--- src/rtl/core/adh_pkg.sv ---
// ----------------------------------------------------------------------------
// adh_pkg
// Types and constants shared by the density profile histogram core.
// ----------------------------------------------------------------------------
package adh_pkg;

    localparam int CFG_INDEX_W = 3;
    localparam int CFG_DATA_W  = 32;
    localparam int QUEUE_DEPTH = 2;

    typedef enum logic {
        MODE_ACCUM = 1'b0,
        MODE_EMIT  = 1'b1
    } t_mode;

    typedef enum logic [1:0] {
        AXIS_X = 2'd0,
        AXIS_Y = 2'd1,
        AXIS_Z = 2'd2
    } t_axis;

    typedef enum logic [CFG_INDEX_W-1:0] {
        CFG_NUM_BINS    = 3'd0,
        CFG_AXIS_SELECT = 3'd1,
        CFG_AXIS_LOW    = 3'd2,
        CFG_AXIS_SPAN   = 3'd3,
        CFG_BIN_WIDTH   = 3'd4,
        CFG_INV_SLAB    = 3'd5,
        CFG_TYPE_SELECT = 3'd6
    } t_cfg_reg;

    typedef enum logic [2:0] {
        BK_IDLE,
        BK_DIV,
        BK_CHECK,
        BK_WRITE,
        BK_WALK
    } t_back_state;

    typedef struct packed {
        t_mode              mode;
        logic [7:0]         point_type;
        logic signed [31:0] coord_x;
        logic signed [31:0] coord_y;
        logic signed [31:0] coord_z;
    } t_item;

    typedef struct packed {
        logic [5:0]         bin_number;
        logic signed [39:0] bin_center;
        logic [55:0]        density;
        logic               last_bin;
    } t_result;

    typedef struct packed {
        logic [6:0]         num_bins;
        logic [1:0]         axis_select;
        logic signed [31:0] axis_low;
        logic [30:0]        axis_span;
        logic [30:0]        bin_width;
        logic [31:0]        inv_slab_volume;
        logic [7:0]         type_select;
    } t_cfg;

    typedef struct packed {
        t_mode       mode;
        logic        pass;
        logic [31:0] diff;
    } t_qentry;

endpackage

--- src/rtl/core/adh_front.sv ---
// ----------------------------------------------------------------------------
// adh_front
// Classifies an accepted item: picks the profile coordinate, forms its offset
// from the lower bound and applies the type, width and lower-range filters.
// ----------------------------------------------------------------------------
module adh_front (
    input  adh_pkg::t_item   i_item,
    input  adh_pkg::t_cfg    i_cfg,
    output adh_pkg::t_qentry o_entry
);

    logic signed [31:0] coord;
    logic signed [32:0] diff;
    logic               type_ok;

    always_comb begin
        case (adh_pkg::t_axis'(i_cfg.axis_select))
            adh_pkg::AXIS_X: coord = i_item.coord_x;
            adh_pkg::AXIS_Y: coord = i_item.coord_y;
            default:         coord = i_item.coord_z;
        endcase
    end

    assign diff    = 33'(coord) - 33'(i_cfg.axis_low);
    assign type_ok = (i_cfg.type_select == 8'd0) || (i_cfg.type_select == i_item.point_type);

    always_comb begin
        o_entry.mode = i_item.mode;
        o_entry.pass = type_ok && (i_cfg.bin_width != 31'd0) && !diff[32];
        o_entry.diff = diff[31:0];
    end

endmodule

--- config.mk ---
export PLATFORM = sky130hd
export DESIGN_NAME = adh_front
export DESIGN_NICKNAME = d
export VERILOG_FILES = /design/src/rtl/core/adh_pkg.sv /design/src/rtl/core/adh_front.sv
export SDC_FILE = /design/constraint.sdc
export NUM_CORES = 1
export LEC_CHECK = 0
export BUFFER_PORTS_ARGS = -buffer_cell sky130_fd_sc_hd__buf_2
export CORE_AREA = 2 2 110 112
export DETAILED_ROUTE_END_ITERATION = 8
export DIE_AREA = 0 0 112 114
export PLACE_DENSITY_LB_ADDON = 0.05
export SYNTH_ARGS = -nofsm -noshare
export SYNTH_HDL_FRONTEND = slang
export SYNTH_SLANG_ARGS = --single-unit
export TNS_END_PERCENT = 1
--- constraint.sdc ---
create_clock -name vclk -period 5.15
set_input_delay 1.03 -clock vclk [all_inputs]
set_output_delay 1.03 -clock vclk [all_outputs]
set_load 0.005 [all_outputs]
# --- Word level (Yosys, flattened, before mapping) ---
# Index checks and enable logic that the tools add are counted.
totals:
  ff_bits: 0
  out_inout_bits: 34
  word_cells: 11
classes:
  n_addsub: 1
  eq_ne: 2
  n_mux: 1
  reduce_logical: 7
op_table:
  columns: ["cell", "n"]
  rows:
  - ["$pmux 32 s2", 1]
  - ["$sub 32x32->33", 1]
  - ["$reduce_bool 31->1", 1]
  - ["$eq 8x8->1", 1]
  - ["$logic_not 8->1", 1]
  - ["$eq 2x1->1 const B", 1]
  - ["$logic_and 1x1->1", 2]
  - ["$logic_not 2->1", 1]
  - ["$logic_not 1->1", 1]
  - ["$logic_or 1x1->1", 1]

# --- Longest topological paths before layout ---
depth:
  ltp_word: 5
  ltp_mapped: 14
  mapped_depth_nobuf: 13

# --- Worst setup path before layout ---
# No wires, ideal clock.
synth_path:
  path_type: "input port to output port"
  from: "in i_cfg[134] (netlist bit)"
  to: "out o_entry[25] (netlist bit)"
  arrival_time_ns: 3.842
  required_time_ns: 4.120
  setup_slack_ns: 0.278
  stages: 13
  cell_sequence: "clkbuf_1 buf_1 mux2i_1 o21ai_0 ha_1 buf_6 a21o_1 a21o_1 a22o_1 or4b_4 o22ai_4 o221ai_2 a21oi_1"
synth_lines:
  columns: ["item", "line", "source"]
  rows:
  - ["from (decl)", "adh_front.sv:8", "input adh_pkg::t_cfg i_cfg,"]
  - ["to (decl)", "adh_front.sv:9", "output adh_pkg::t_qentry o_entry"]

==> impl_metrics.ini <==
[grt]
grt.busiest_layer = met2
antenna_found_initial = 0
grt_usage_pct = 15.0
grt_max_degree = 43
met1_usage_pct = 21.0
gr-usage-met3_pct = 1.28
grt-ovfl-total = 0
grt_pass1_wl_mm = 16.4
use_met2_pct = 26.9
grt_pass1_vias = 3494

[placed_design]
dpl_cell_area_um2 = 4070
io_buffers = 210
place_hpwl_mm = 9.15
gp_congestion = 0.753

[floorplan]
pin_count = 282
dieArea_um2 = 12800
dieWidth_um = 112
core-area_um2 = 11700
die_y_um = 114
rows = 40
start_util_pct = 24.1

[worst_hold_path]
min-delay-path-class = input port to output port
hold_depth = 0
hold_end = o_entry[33]
min-delay-start = i_item[104]

[setup_path]
crit_chain = buf_2 -> buf_4 -> mux2i_1 -> o21ai_0 -> fa_1 -> a21o_1 -> a221oi_4 -> o221a_4 -> o21bai_1 -> a41oi_2 -> a21oi_1 -> a311oi_1 -> buf_2
required_ps = 4120
crit_buf_inv = 3
cp-end-kind = output port
cp_slowest_stage_delay_ps = 480
slowest_stage = fa_1
crit_family = compound AO/OA/AOI/OAI gates
start_kind = input port
crit_top_cell = buf_2
worstSetupPathType = input port to output port
cp.arrival_ps = 3810
crit_path_max_fanout = 9

[synth]
netlist_top_cells_area = ha_1 (14%), mux2i_1 (11%), xnor2_1 (7.8%), o21ai_0 (7.4%), nand2_1 (7.3%)
yosysWarnings = 0
syn_inst = 424
avgSynthCellArea_um2 = 6.66
ys_types = 60
synth_top_area_share_pct = 14.2
ys_seq_area_share_pct = 0
syn_area_um2 = 2830
yosys.area.top_type = ha_1
yosysMostFrequentCell = nand2_1
synth_nets = 705
yosys-top-cells-count = nand2_1 (55), inv_1 (42), o21ai_0 (42)

[cells_and_area]
stdcell_area_um2 = 4070
syn_to_final_growth_pct = 44.0
nNetsFinal = 908
nFillCells = 1351
multi_input_area_um2 = 2570
ff_latch_area_um2 = 0
drive_gt1_share_pct = 37.6
antenna_cells = 0
nClkBuffers = 0
seq_cells = 0

[power]
switchingPower_uw = 292
power_density_nw_per_um2 = 138
pwr-share-comb_pct = 100.0
vdd.ir_drop.worst_uv = 55.3
total_leakage_power_nw = 2.22
clkPwrFrac_pct = 0
power.share.switching_pct = 52.0
seqPwrFrac_pct = 0
internal-power_uw = 269

[timing]
finalSetupViolations = 0
setup_tns_ps = 0
relSlewSlack_pct = 68.0
rsz0062_at_grt = false
post-route-period-util_pct = 94.0
fmax_mhz = 207
hold_slack_ps = 2060
hold_viol_final = 0
worst_pin_slew_ps = 476
min_period_ps = 4840
slew_viol_final = 0

[cts]
post_cts_resized = 0
ctsHoldBuffers = 0
postCtsSetupBuffers = 0

[detailed_routing]
postRouteAntennaNets = 0
drc = 0
drtIter0Drc = 106
wire_per_inst_um = 13.4
dr.pass1.iters = 4
viasPerCell = 4.72
via_count = 3645
routed_wl_mm = 10.3

[status]
status = finished, final reports clean

[flow_run]
max_cap_viol_count = 0
==> power by group through the flow <==
stage | sequential, mW | clock [mW] | combinational, mW
2_1_floorplan | 0 | 0 | 0.343
3_3_place_gp | 0 | 0 | 0.565
3_5_place_dp | 0 | 0 | 0.568
4_1_cts | 0 | 0 | 0.571
5_1_grt | 0 | 0 | 0.629
6_report | 0 | 0 | 0.562
==> how the worst max path moves through the flow <==
stage,start,end,slack [ps],cells past startpoint
4_1_cts,i_cfg[134],o_entry[28],270,13
5_1_grt,i_cfg[134],o_entry[32],30,15
3_5_place_dp,i_cfg[134],o_entry[28],270,13
2_1_floorplan,i_cfg[134],o_entry[25],280,13
3_3_place_gp,i_cfg[134],o_entry[28],280,13
6_report,i_cfg[134],o_entry[32],310,13
==> metal layers <==
| layer | vias to the layer above | part of all wire (%) |
|---|---|---|
| li1 | 1948 | - |
| met1 | 1594 | 47 |
| met2 | 103 | 47 |
| met3 | 0 | 5.5 |
| met4 | 0 | 0 |
| met5 | - | 0 |
==> through the flow <==
stage               power, mW  std cells  utilization [%]  setup slack, ps
CTS                     0.571        772             34.7              270
global route            0.629        772             34.7             28.5
global placement        0.565        772             34.7              283
finish                  0.562        772             34.7              308
floorplan               0.343        424                -              278
detailed placement      0.568        772             34.7              275
==> cell type report <==
cell class         count  share of cell area, %
multi-input cells    360                   63.1
repair buffers       223                   28.5
well taps            147                   4.52
inverters             42                   3.87
==> logic make-up after synthesis <==
kind of cell | synth area share (%)
adder cells (fa/ha/maj) | 14.9
buffers and inverters | 9.17
AND/OR/NAND/NOR | 20.5
multiplexers | 11.3
AO/OA/AOI/OAI | 33.9
XOR/XNOR | 10.2
==> cell usage in the layout, fill, tap and decap left out, drive strengths merged, types with 2 or more instances in the layout <==
master and n:
ha 32, a21oi 34, a21o 13, o31ai 2, inv 42, o21a 6, buf 223, nand4 11
nand3 6, or4 2, xnor2 25, a31oi 5, nor2 17, and2 2, nor3 6, nor4 10
a21boi 3, nand2 55, o221ai 2, a211oi 5, mux2i 32, xor2 8, o2111ai 3, o21ai 47
and3 6, o211ai 5, o211a 2
Power figures use the tool's default switching activity.
