**src/rtl/core/adh_pkg.sv**
```systemverilog
// ----------------------------------------------------------------------------
// adh_pkg
// Types and constants shared by the density profile histogram core.
// ----------------------------------------------------------------------------
package adh_pkg;

    localparam int CFG_INDEX_W = 3;
    localparam int CFG_DATA_W  = 32;
    localparam int QUEUE_DEPTH = 2;

    typedef enum logic {
        MODE_ACCUM = 1'b0,
        MODE_EMIT  = 1'b1
    } t_mode;

    typedef enum logic [1:0] {
        AXIS_X = 2'd0,
        AXIS_Y = 2'd1,
        AXIS_Z = 2'd2
    } t_axis;

    typedef enum logic [CFG_INDEX_W-1:0] {
        CFG_NUM_BINS    = 3'd0,
        CFG_AXIS_SELECT = 3'd1,
        CFG_AXIS_LOW    = 3'd2,
        CFG_AXIS_SPAN   = 3'd3,
        CFG_BIN_WIDTH   = 3'd4,
        CFG_INV_SLAB    = 3'd5,
        CFG_TYPE_SELECT = 3'd6
    } t_cfg_reg;

    typedef enum logic [2:0] {
        BK_IDLE,
        BK_DIV,
        BK_CHECK,
        BK_WRITE,
        BK_WALK
    } t_back_state;

    typedef struct packed {
        t_mode              mode;
        logic [7:0]         point_type;
        logic signed [31:0] coord_x;
        logic signed [31:0] coord_y;
        logic signed [31:0] coord_z;
    } t_item;

    typedef struct packed {
        logic [5:0]         bin_number;
        logic signed [39:0] bin_center;
        logic [55:0]        density;
        logic               last_bin;
    } t_result;

    typedef struct packed {
        logic [6:0]         num_bins;
        logic [1:0]         axis_select;
        logic signed [31:0] axis_low;
        logic [30:0]        axis_span;
        logic [30:0]        bin_width;
        logic [31:0]        inv_slab_volume;
        logic [7:0]         type_select;
    } t_cfg;

    typedef struct packed {
        t_mode       mode;
        logic        pass;
        logic [31:0] diff;
    } t_qentry;

endpackage

```
**src/rtl/core/adh_fifo.sv**
```systemverilog
// ----------------------------------------------------------------------------
// adh_fifo
// Short queue of classified items between the front and the back.
// ----------------------------------------------------------------------------
module adh_fifo (
    input  logic             i_clk,
    input  logic             i_rst_n,
    input  logic             i_push,
    input  adh_pkg::t_qentry i_entry,
    input  logic             i_pop,
    output logic             o_full,
    output logic             o_valid,
    output adh_pkg::t_qentry o_entry
);

    localparam int PTR_W = $clog2(adh_pkg::QUEUE_DEPTH);
    localparam int CNT_W = $clog2(adh_pkg::QUEUE_DEPTH + 1);

    adh_pkg::t_qentry r_entries [adh_pkg::QUEUE_DEPTH];
    logic [PTR_W-1:0] r_wr_ptr, n_wr_ptr;
    logic [PTR_W-1:0] r_rd_ptr, n_rd_ptr;
    logic [CNT_W-1:0] r_count, n_count;

    always_comb begin
        n_wr_ptr = r_wr_ptr;
        n_rd_ptr = r_rd_ptr;
        n_count  = r_count;
        if (i_push) begin
            n_wr_ptr = (32'(r_wr_ptr) == adh_pkg::QUEUE_DEPTH - 1) ? '0 : r_wr_ptr + 1'b1;
        end
        if (i_pop) begin
            n_rd_ptr = (32'(r_rd_ptr) == adh_pkg::QUEUE_DEPTH - 1) ? '0 : r_rd_ptr + 1'b1;
        end
        if (i_push && !i_pop) begin
            n_count = r_count + 1'b1;
        end else if (!i_push && i_pop) begin
            n_count = r_count - 1'b1;
        end
    end

    always_ff @(posedge i_clk) begin
        if (!i_rst_n) begin
            r_wr_ptr <= '0;
            r_rd_ptr <= '0;
            r_count  <= '0;
        end else begin
            r_wr_ptr <= n_wr_ptr;
            r_rd_ptr <= n_rd_ptr;
            r_count  <= n_count;
        end
    end

    always_ff @(posedge i_clk) begin
        if (i_push) begin
            r_entries[r_wr_ptr] <= i_entry;
        end
    end

    assign o_full  = (32'(r_count) == adh_pkg::QUEUE_DEPTH);
    assign o_valid = (r_count != '0);
    assign o_entry = r_entries[r_rd_ptr];

endmodule

```
**config.mk**
```make
export PLATFORM = sky130hd
export DESIGN_NAME = adh_fifo
export DESIGN_NICKNAME = d
export VERILOG_FILES = /design/src/rtl/core/adh_pkg.sv /design/src/rtl/core/adh_fifo.sv
export SDC_FILE = /design/constraint.sdc
export NUM_CORES = 1
export LEC_CHECK = 0
export BUFFER_PORTS_ARGS = -buffer_cell sky130_fd_sc_hd__buf_2
export CAP_MARGIN = 20
export CORE_UTILIZATION = 55
export DETAILED_ROUTE_END_ITERATION = 12
export GPL_TIMING_DRIVEN = 0
export PLACE_DENSITY = 0.84
export REMOVE_ABC_BUFFERS = 1
export SYNTH_ARGS = -nofsm -noshare
export SYNTH_HDL_FRONTEND = slang
export SYNTH_SLANG_ARGS = --single-unit
```
**constraint.sdc**
```tcl
create_clock -name i_clk -period 5.7 [get_ports i_clk]
set_clock_uncertainty 0.05 [all_clocks]
set_input_delay 1.14 -clock i_clk [delete_from_list [all_inputs] [get_ports i_clk]]
set_output_delay 1.14 -clock i_clk [all_outputs]
set_load 0.005 [all_outputs]
```
### Word level (Yosys, flattened, before mapping)

Memories as Yosys holds them, arrays and structs flattened. A register that Yosys moved wholly into a read port is not among the register bits.
Cells that the tools add are included.

* muxes and demuxes: 8
* equality and inequality tests: 1
* add/subtract/negate cells: 4
* reductions and logical operators: 6

Operators by type and width (number)
* two-way mux 1 bit: 6
* two-way mux 2 bit: 2
* nonzero test 2 bit: 2
* adder 1 bit, second input constant: 2
* adder 2 x 1 -> 2 bit, second input constant: 1
* == test 2 bit, second input constant: 1
* logical AND 1 bit: 2
* logical NOT 1 bit: 2
* subtractor 2 x 1 -> 2 bit, second input constant: 1

* logic and storage cells: 23
* bits of input ports: 38
* memories: 1
* RAM bits: 68
* register bits after elaboration: 4
* output and inout port bits: 36

Memory list
* r_entries: words 2, width 34, rd ports 1, clocked after Yosys merged registers in 1, write ports 1, line adh_fifo.sv:19 `adh_pkg::t_qentry r_entries [adh_pkg::QUEUE_DEPTH];`

### Longest topological paths before layout

Gate-level depths: netlist (run 1).

* depth after elaboration: 4
* depth in mapped cells: 5

### Least setup slack after synthesis (run 1)

OpenSTA, ideal clock, no wires.

* kind: input port to flip-flop
* start point: input i_push
* end point: memory r_entries[0][0] (netlist name), enable pin
* path slack: 2516 ps
* buffers on the path: 0
* stages: 1
* setup time: 430 ps
* data arrival time: 2704 ps
* cells stage by stage: nor2b_1

* word-level cells in the longest chain between the ends: 2

RTL lines
* start: declaration: line adh_fifo.sv:8 `input logic i_push,`
* two-way mux 1 bit: line adh_fifo.sv:54 `if (i_push) begin`
* two-way mux 1 bit (implied by the code): line adh_fifo.sv:55 `r_entries[r_wr_ptr] <= i_entry;`
* end: declaration: line adh_fifo.sv:19

Every way passes these cells.

==> results.md, run 1 <==
* Max-slew violations at 0
* PostCTS Resize Cnt at 0
* Chip Height at 71.7 um
* Antenna-violating nets left at 0
* Async S/R FF share, synth at 0
* Slew HR at 0.444
* CTS tree: yes
* Commonest cells post-synth: 68 x edfxtp_1, 34 x mux2_2, 5 x dfxtp_1
* Layout cells sized above 1 at 0.593
* Sw power at 0.236 mW
* Synth warnings at 0
* Io pins at 74
* Beginning of the worst hold path: r_count[1]$_SDFFE_PN0P_
* Setup TNS at 0 ns
* Total power at 1.16 mW
* Design Area, Final at 3330 sq um
* DIE WIDTH at 71.7 um
* Drt total wl at 4090 um
* Number of synthesized register bits at 73
* Top-count cell post-synth: edfxtp_1
* Sequential Power Share at 0.549
* Area grow syn2layout at 24.4%
* Area contributors post-synth: edfxtp_1 76%, mux2_2 14%, dfxtp_1 3.7%
* Mapped Area at 2670 sq um
* Avg Cell Area, Syn at 20.9 sq um
* Leakage at 1.28 nW
* Minimum clock period at 2.94 ns
* RSZ-0062 raised after global routing: no
* First-pass GRT wire length at 6160 um
* CTS Buf Count at 9
* Synth Flop Type: edfxtp_1
* CP Data Required Time at 4.51 ns
* Status: finished, final reports clean
* Worst skew pair latency at 0.33 ns
* PwrDens at 348 nW/um^2
* Setup-failing EPs final at 0
* Sw Share at 0.204
* DRC viols at 0
* Worst-Margin Slew at 0.834 ns
* Period utilisation layout at 0.515
* Clk buf depth at 2
* Slowest CP cell: dfxtp_2
* EDFF count, synth at 68
* Max FO, Critical Path at 34
* Share of the synthesized area in the top cell type at 0.764
* HPWL Detailed at 2580 um
* Fmax at 0.340 GHz
* Die area at 5140 sq um
* Initial antenna violation count at 0
* Arrival time at the worst endpoint at 1.75 ns
* Rows at 25
* Ant. Diodes at 0
* Number of global-route vias before repair at 1376
* Largest stage delay on the critical path at 0.86 ns
* Sequential-to-total area share from yosys stat at 0.801
* Overflow after GRT at 0
* TritonRoute pass-1 iters at 4
* Post-Place Cell Area at 3120 sq um
* Hold Path Depth at 2
* Placed Cells at 252
* R2r setup slk at 4.16 ns
* CP Buf/Inv Count at 1
* Startpoint types: flop
* Peak supply drop at 247 uV
* Combinational share of power at 0.089
* RR Endpoint: r_entries[1][18]$_DFFE_PP_
* All-Layer GR Usage at 0.168
* R2R depth at 1
* RD Place Congestion at 0.661
* FF-to-FF Start: r_wr_ptr$_SDFFE_PN0P_
* Min-delay worst type: flop to flop
* Hold-fix buffers, CTS at 0
* Internal Pwr Total at 0.921 mW
* Final worst setup slack at 2.76 ns
* Max cap viols at 0
* Post-CTS setup buffers at 0
* Largest net degree at the start of global routing at 35
* Initial Utilization at 0.570
* Reg clk slew, reported paths at 0.07 ns
* CP Class: flop to output pin
* Cells after synthesis at 128
* WHS Endpoint: r_count[1]$_SDFFE_PN0P_
* Clk sinks at 73
* PortBufs at 73
* Largest area contributor in the netlist: edfxtp_1
* Top delay family on crit path: flip-flops
* Pre-CTS WS at 3.10 ns
* Vias/cell at 5.17
* H-tree depth at 3
* DR iter-0 viols at 47
* Clock root buffer master: clkbuf_8
* Clock power share at 0.362
* Fin util at 0.709
* Post-synth cell types at 17
* Core footprint at 4690 sq um
* Nets at 248
* Min Hold Slack at 0.495 ns
* Via count at 1385
* Worst path cell trace: mux2_2 -> buf_2
* Final hold violation count at 0
* Crit end category: output pin
* Cell Count, Final, Fillers Out at 268
* Wire per inst at 15.3 um
power groups by stage:
| stage | Sequential [mW] | Combinational [mW] | Clock, mW |
|---|---|---|---|
| floorplan | 0.642 | 0.0538 | 0 |
| global placement | 0.646 | 0.0981 | 0 |
| detailed placement | 0.647 | 0.104 | 0 |
| CTS | 0.636 | 0.105 | 0.427 |
| global route | 0.639 | 0.113 | 0.446 |
| finish | 0.635 | 0.103 | 0.419 |
routing by layer:
metal,track usage,up-vias,share of wire
li1,-,662,-
met1,0.179,662,0.41
met2,0.292,49,0.51
met3,0.0492,12,0.055
met4,0.102,0,0.021
met5,0,-,0
area by class of cell:
class	instances	area, sq um
clock buffers	9	124
flip-flops and latches	73	2140
fillers	301	1370
well taps	54	67.6
multi-input cells	50	509
inverters	1	3.75
clock inverters	7	85.1
repair buffers	74	393
kinds of logic after synthesis:
family	after synthesis	share of synthesized area
fa+ha+maj	1	0.00468
xor+xnor	3	0.00983
buf+inv	5	0.0117
flops	73	0.801
simple gates	9	0.0220
mux	34	0.143
compound gates	3	0.00749
state kept, by name, summed over array words and instances, names as in the netlist, named ones only:
name and flops:
r_wr_ptr 1, r_count 2, r_rd_ptr 1, r_entries 68
layout by cell type, fill, tap and decap left out:
cell	synthesis	routed
a21boi_1	1	1
and2_1	4	3
and2_2	0	1
and2b_2	1	1
buf_16	0	1
buf_2	1	73
bufinv_16	0	2
clkbuf_8	0	9
clkinv_1	0	2
clkinv_2	0	2
clkinvlp_4	0	1
dfxtp_1	5	4
dfxtp_2	0	1
edfxtp_1	68	68
ha_1	1	1
inv_1	1	1
mux2_2	34	34
nor2b_1	2	1
nor2b_4	0	1
o21a_1	1	1
o21ai_0	1	1
or2_2	1	1
or3_1	1	1
xnor2_1	1	1
xor2_1	2	2
worst max-delay path by stage:
stage | startpoint | end | slack [ns] | cells after the start
final | flop | o_entry[7] | 2.76 | 2
after global routing | flop | o_entry[31] | 2.67 | 2
after CTS | flop | o_entry[7] | 2.72 | 2
after detailed placement | flop | o_entry[7] | 3.10 | 2
after global placement | i_push | r_entries[0][8]$_DFFE_PP_ | 1.59 | 2
after floorplan | i_push | r_entries[0][0]$_DFFE_PP_ | 2.52 | 1
tightest hold or removal path, stage by stage, from the launching register on:
cell	delay, ns
dfxtp_1	0.34
o21ai_0	0.10
a21boi_1	0.06
Note: power is estimated with default switching activity, not from simulation.
==> run 2: changes to the inputs <==
--- a/config.mk
+++ b/config.mk
@@ -7,10 +7,10 @@
 export LEC_CHECK = 0
 export BUFFER_PORTS_ARGS = -buffer_cell sky130_fd_sc_hd__buf_2
 export CAP_MARGIN = 20
-export CORE_UTILIZATION = 55
+export CORE_UTILIZATION = 51
 export DETAILED_ROUTE_END_ITERATION = 12
 export GPL_TIMING_DRIVEN = 0
-export PLACE_DENSITY = 0.84
+export PLACE_DENSITY = 0.79
 export REMOVE_ABC_BUFFERS = 1
 export SYNTH_ARGS = -nofsm -noshare
 export SYNTH_HDL_FRONTEND = slang
==> constraint.sdc (replaced) <==
create_clock -name i_clk -period 3 [get_ports i_clk]
set_clock_uncertainty 0.05 [all_clocks]
set_input_delay 0.6 -clock i_clk [delete_from_list [all_inputs] [get_ports i_clk]]
set_output_delay 0.6 -clock i_clk [all_outputs]
set_load 0.005 [all_outputs]
==> run 2 against run 1 <==
Against the previous run:
- combinational power up 100%
- register-to-register slack worse by 2.7 ns
- core utilization down 3.1 points
- global-route usage down 0.18 points
- final area down 0.49%
- final cell count up 4.9%
- total power up 82%
- highest routed layer unchanged
==> results.md, run 2 (synthesized netlist as in run 1, its figures left out) <==
* Status: finished, final reports clean
* Initial antenna violation count at 0 (unchanged)
* Chip Height at 74.4 um (+3.7%)
* Post-CTS setup buffers at 0 (unchanged)
* Nets at 248 (unchanged)
* GRT Max-Usage Layer: met2
* Slew HR at 0.352 (-0.0923)
* Biggest regs: r_entries: 68 flops, r_count: 2 flops
* Min Hold Slack at 0.404 ns (-0.0913 ns)
* Crit end category: output pin
* CTS Buf Count at 9 (unchanged)
* Total power at 2.10 mW (+82%)
* Max cap viols at 0 (unchanged)
* Number of global-route vias before repair at 1418 (+3.1%)
* Clk sinks at 73 (unchanged)
* Ant. Diodes at 0 (unchanged)
* Hold-fix buffers, CTS at 0 (unchanged)
* Leakage at 1.26 nW (-1.2%)
* All-Layer GR Usage at 0.166 (-0.00176)
* Reg clk slew, reported paths at 0.07 ns (about the same)
* Core footprint at 4880 sq um (+4.0%)
* Min-delay worst type: input port to flop
* Antenna-violating nets left at 0 (unchanged)
* Initial Utilization at 0.548 (-0.0219)
* Die area at 5540 sq um (+7.6%)
* Final worst setup slack at 0.535 ns (-2.23 ns)
* TritonRoute pass-1 iters at 4 (unchanged)
* Max-slew violations at 0 (unchanged)
* First-pass GRT wire length at 6280 um (+1.9%)
* Area grow syn2layout at 23.8%
* DR iter-0 viols at 86 (+83%)
* Largest net degree at the start of global routing at 36 (+2.9%)
* PortBufs at 73 (unchanged)
* PostCTS Resize Cnt at 0 (unchanged)
* Most frequent cells in the layout: 73 x buf_2, 68 x edfxtp_1, 34 x mux2_2, 9 x clkbuf_8, 5 x dfxtp_1
* H-tree depth at 3 (unchanged)
* Beginning of the worst hold path: i_entry[3]
* Clk buf depth at 2 (unchanged)
* Largest reg by FF count: r_entries
* Clock root buffer master: clkbuf_8
* WHS Endpoint: r_entries[0][3]$_DFFE_PP_
* CP Class: flop to output pin
* GR met1 Demand/Resource at 0.170 (-0.00841)
* Layout cells sized above 1 at 0.575 (-0.0187)
* RSZ-0062 raised after global routing: no
* PwrDens at 635 nW/um^2 (+82%)
* Arrival time at the worst endpoint at 1.81 ns (+0.06 ns)
* Drt total wl at 4280 um (+4.7%)
* Most common cell after layout, fill and taps aside: buf_2
* Vias/cell at 4.92 (-4.8%)
* Rows at 25 (unchanged)
* RD Place Congestion at 0.653 (-1.2%)
* RR Endpoint: r_entries[1][26]$_DFFE_PP_
* Pre-CTS WS at 0.850 ns (-2.25 ns)
* R2R depth at 1 (unchanged)
* Fmax at 0.406 GHz
* Minimum clock period at 2.46 ns
* Wire per inst at 15.2 um (-0.12%)
* Filler cells at 355 (+18%)
* Peak supply drop at 371 uV (+50%)
* CP Data Required Time at 2.35 ns (-2.16 ns)
* Startpoint types: flop
* Period utilisation layout at 0.822
* Io pins at 74 (unchanged)
* DIE WIDTH at 74.4 um (+3.7%)
* Hold Path Depth at 1 (-1)
* R2r setup slk at 1.44 ns (-2.72 ns)
* Max FO, Critical Path at 21 (-38%)
* Overflow after GRT at 0 (unchanged)
* Setup-failing EPs final at 0 (unchanged)
* Setup TNS at 0 ns (unchanged)
* FF-to-FF Start: r_wr_ptr$_SDFFE_PN0P_
* Worst skew pair latency at 0.33 ns (about the same)
* Max reg flops at 68 (unchanged)
* Met2 demand-to-capacity share in global routing at 0.294 (+0.00184)
* Worst-Margin Slew at 0.970 ns (+0.136 ns)
* HPWL Detailed at 2840 um (+10%)
* Met3 usage at 0.0474 (-0.00180)
* CTS tree: yes
* DRC viols at 0 (unchanged)
* Via count at 1382 (-0.22%)
* Fin util at 0.678 (-0.0306)
* Final hold violation count at 0 (unchanged)
## run 2: critical path, stage by stage, from the launching register on
cell and delay, ns:
dfxtp_1 0.77, buf_16 0.24, mux2_2 0.35, buf_2 0.13
## run 2: metal layers
layer,wire (um),share of wire,vias up
met2,2300,0.54,49
met5,0,0,-
li1,-,-,661
met1,1660,0.39,661
met4,97,0.023,0
met3,220,0.051,11
## run 2: final cells by class
type                       count  area [sq um]  share of cell area
sequential                    73          2140               0.647
clock inverter                 5          46.3              0.0140
timing repair buffer          74           393               0.119
multi-input combinational     50           509               0.154
clock buffer                  11           131              0.0397
tap                           67          83.8              0.0253
inverter                       1          3.75             0.00113
## run 2: worst max-delay path by stage
stage	cells after the start	to	slack, ns
floorplan	1	r_entries[0][0]$_DFFE_PP_	0.36
global placement	2	r_entries[0][15]$_DFFE_PP_	-0.41
detailed placement	3	o_entry[17]	0.85
CTS	3	o_entry[17]	0.48
global route	3	o_entry[33]	0.42
finish	3	o_entry[17]	0.54
## run 2: stage by stage
step           cells  cell area, sq um
2_1_floorplan    124              2650
3_3_place_gp     264              3100
3_5_place_dp     265              3130
4_1_cts          281              3310
5_1_grt          281              3310
6_report         281              3310
## run 2: report_power, final
part / switching, mW / internal, mW
clock: 0.320 / 0.375
combinational: 0.0893 / 0.119
sequential: 0.0240 / 1.17
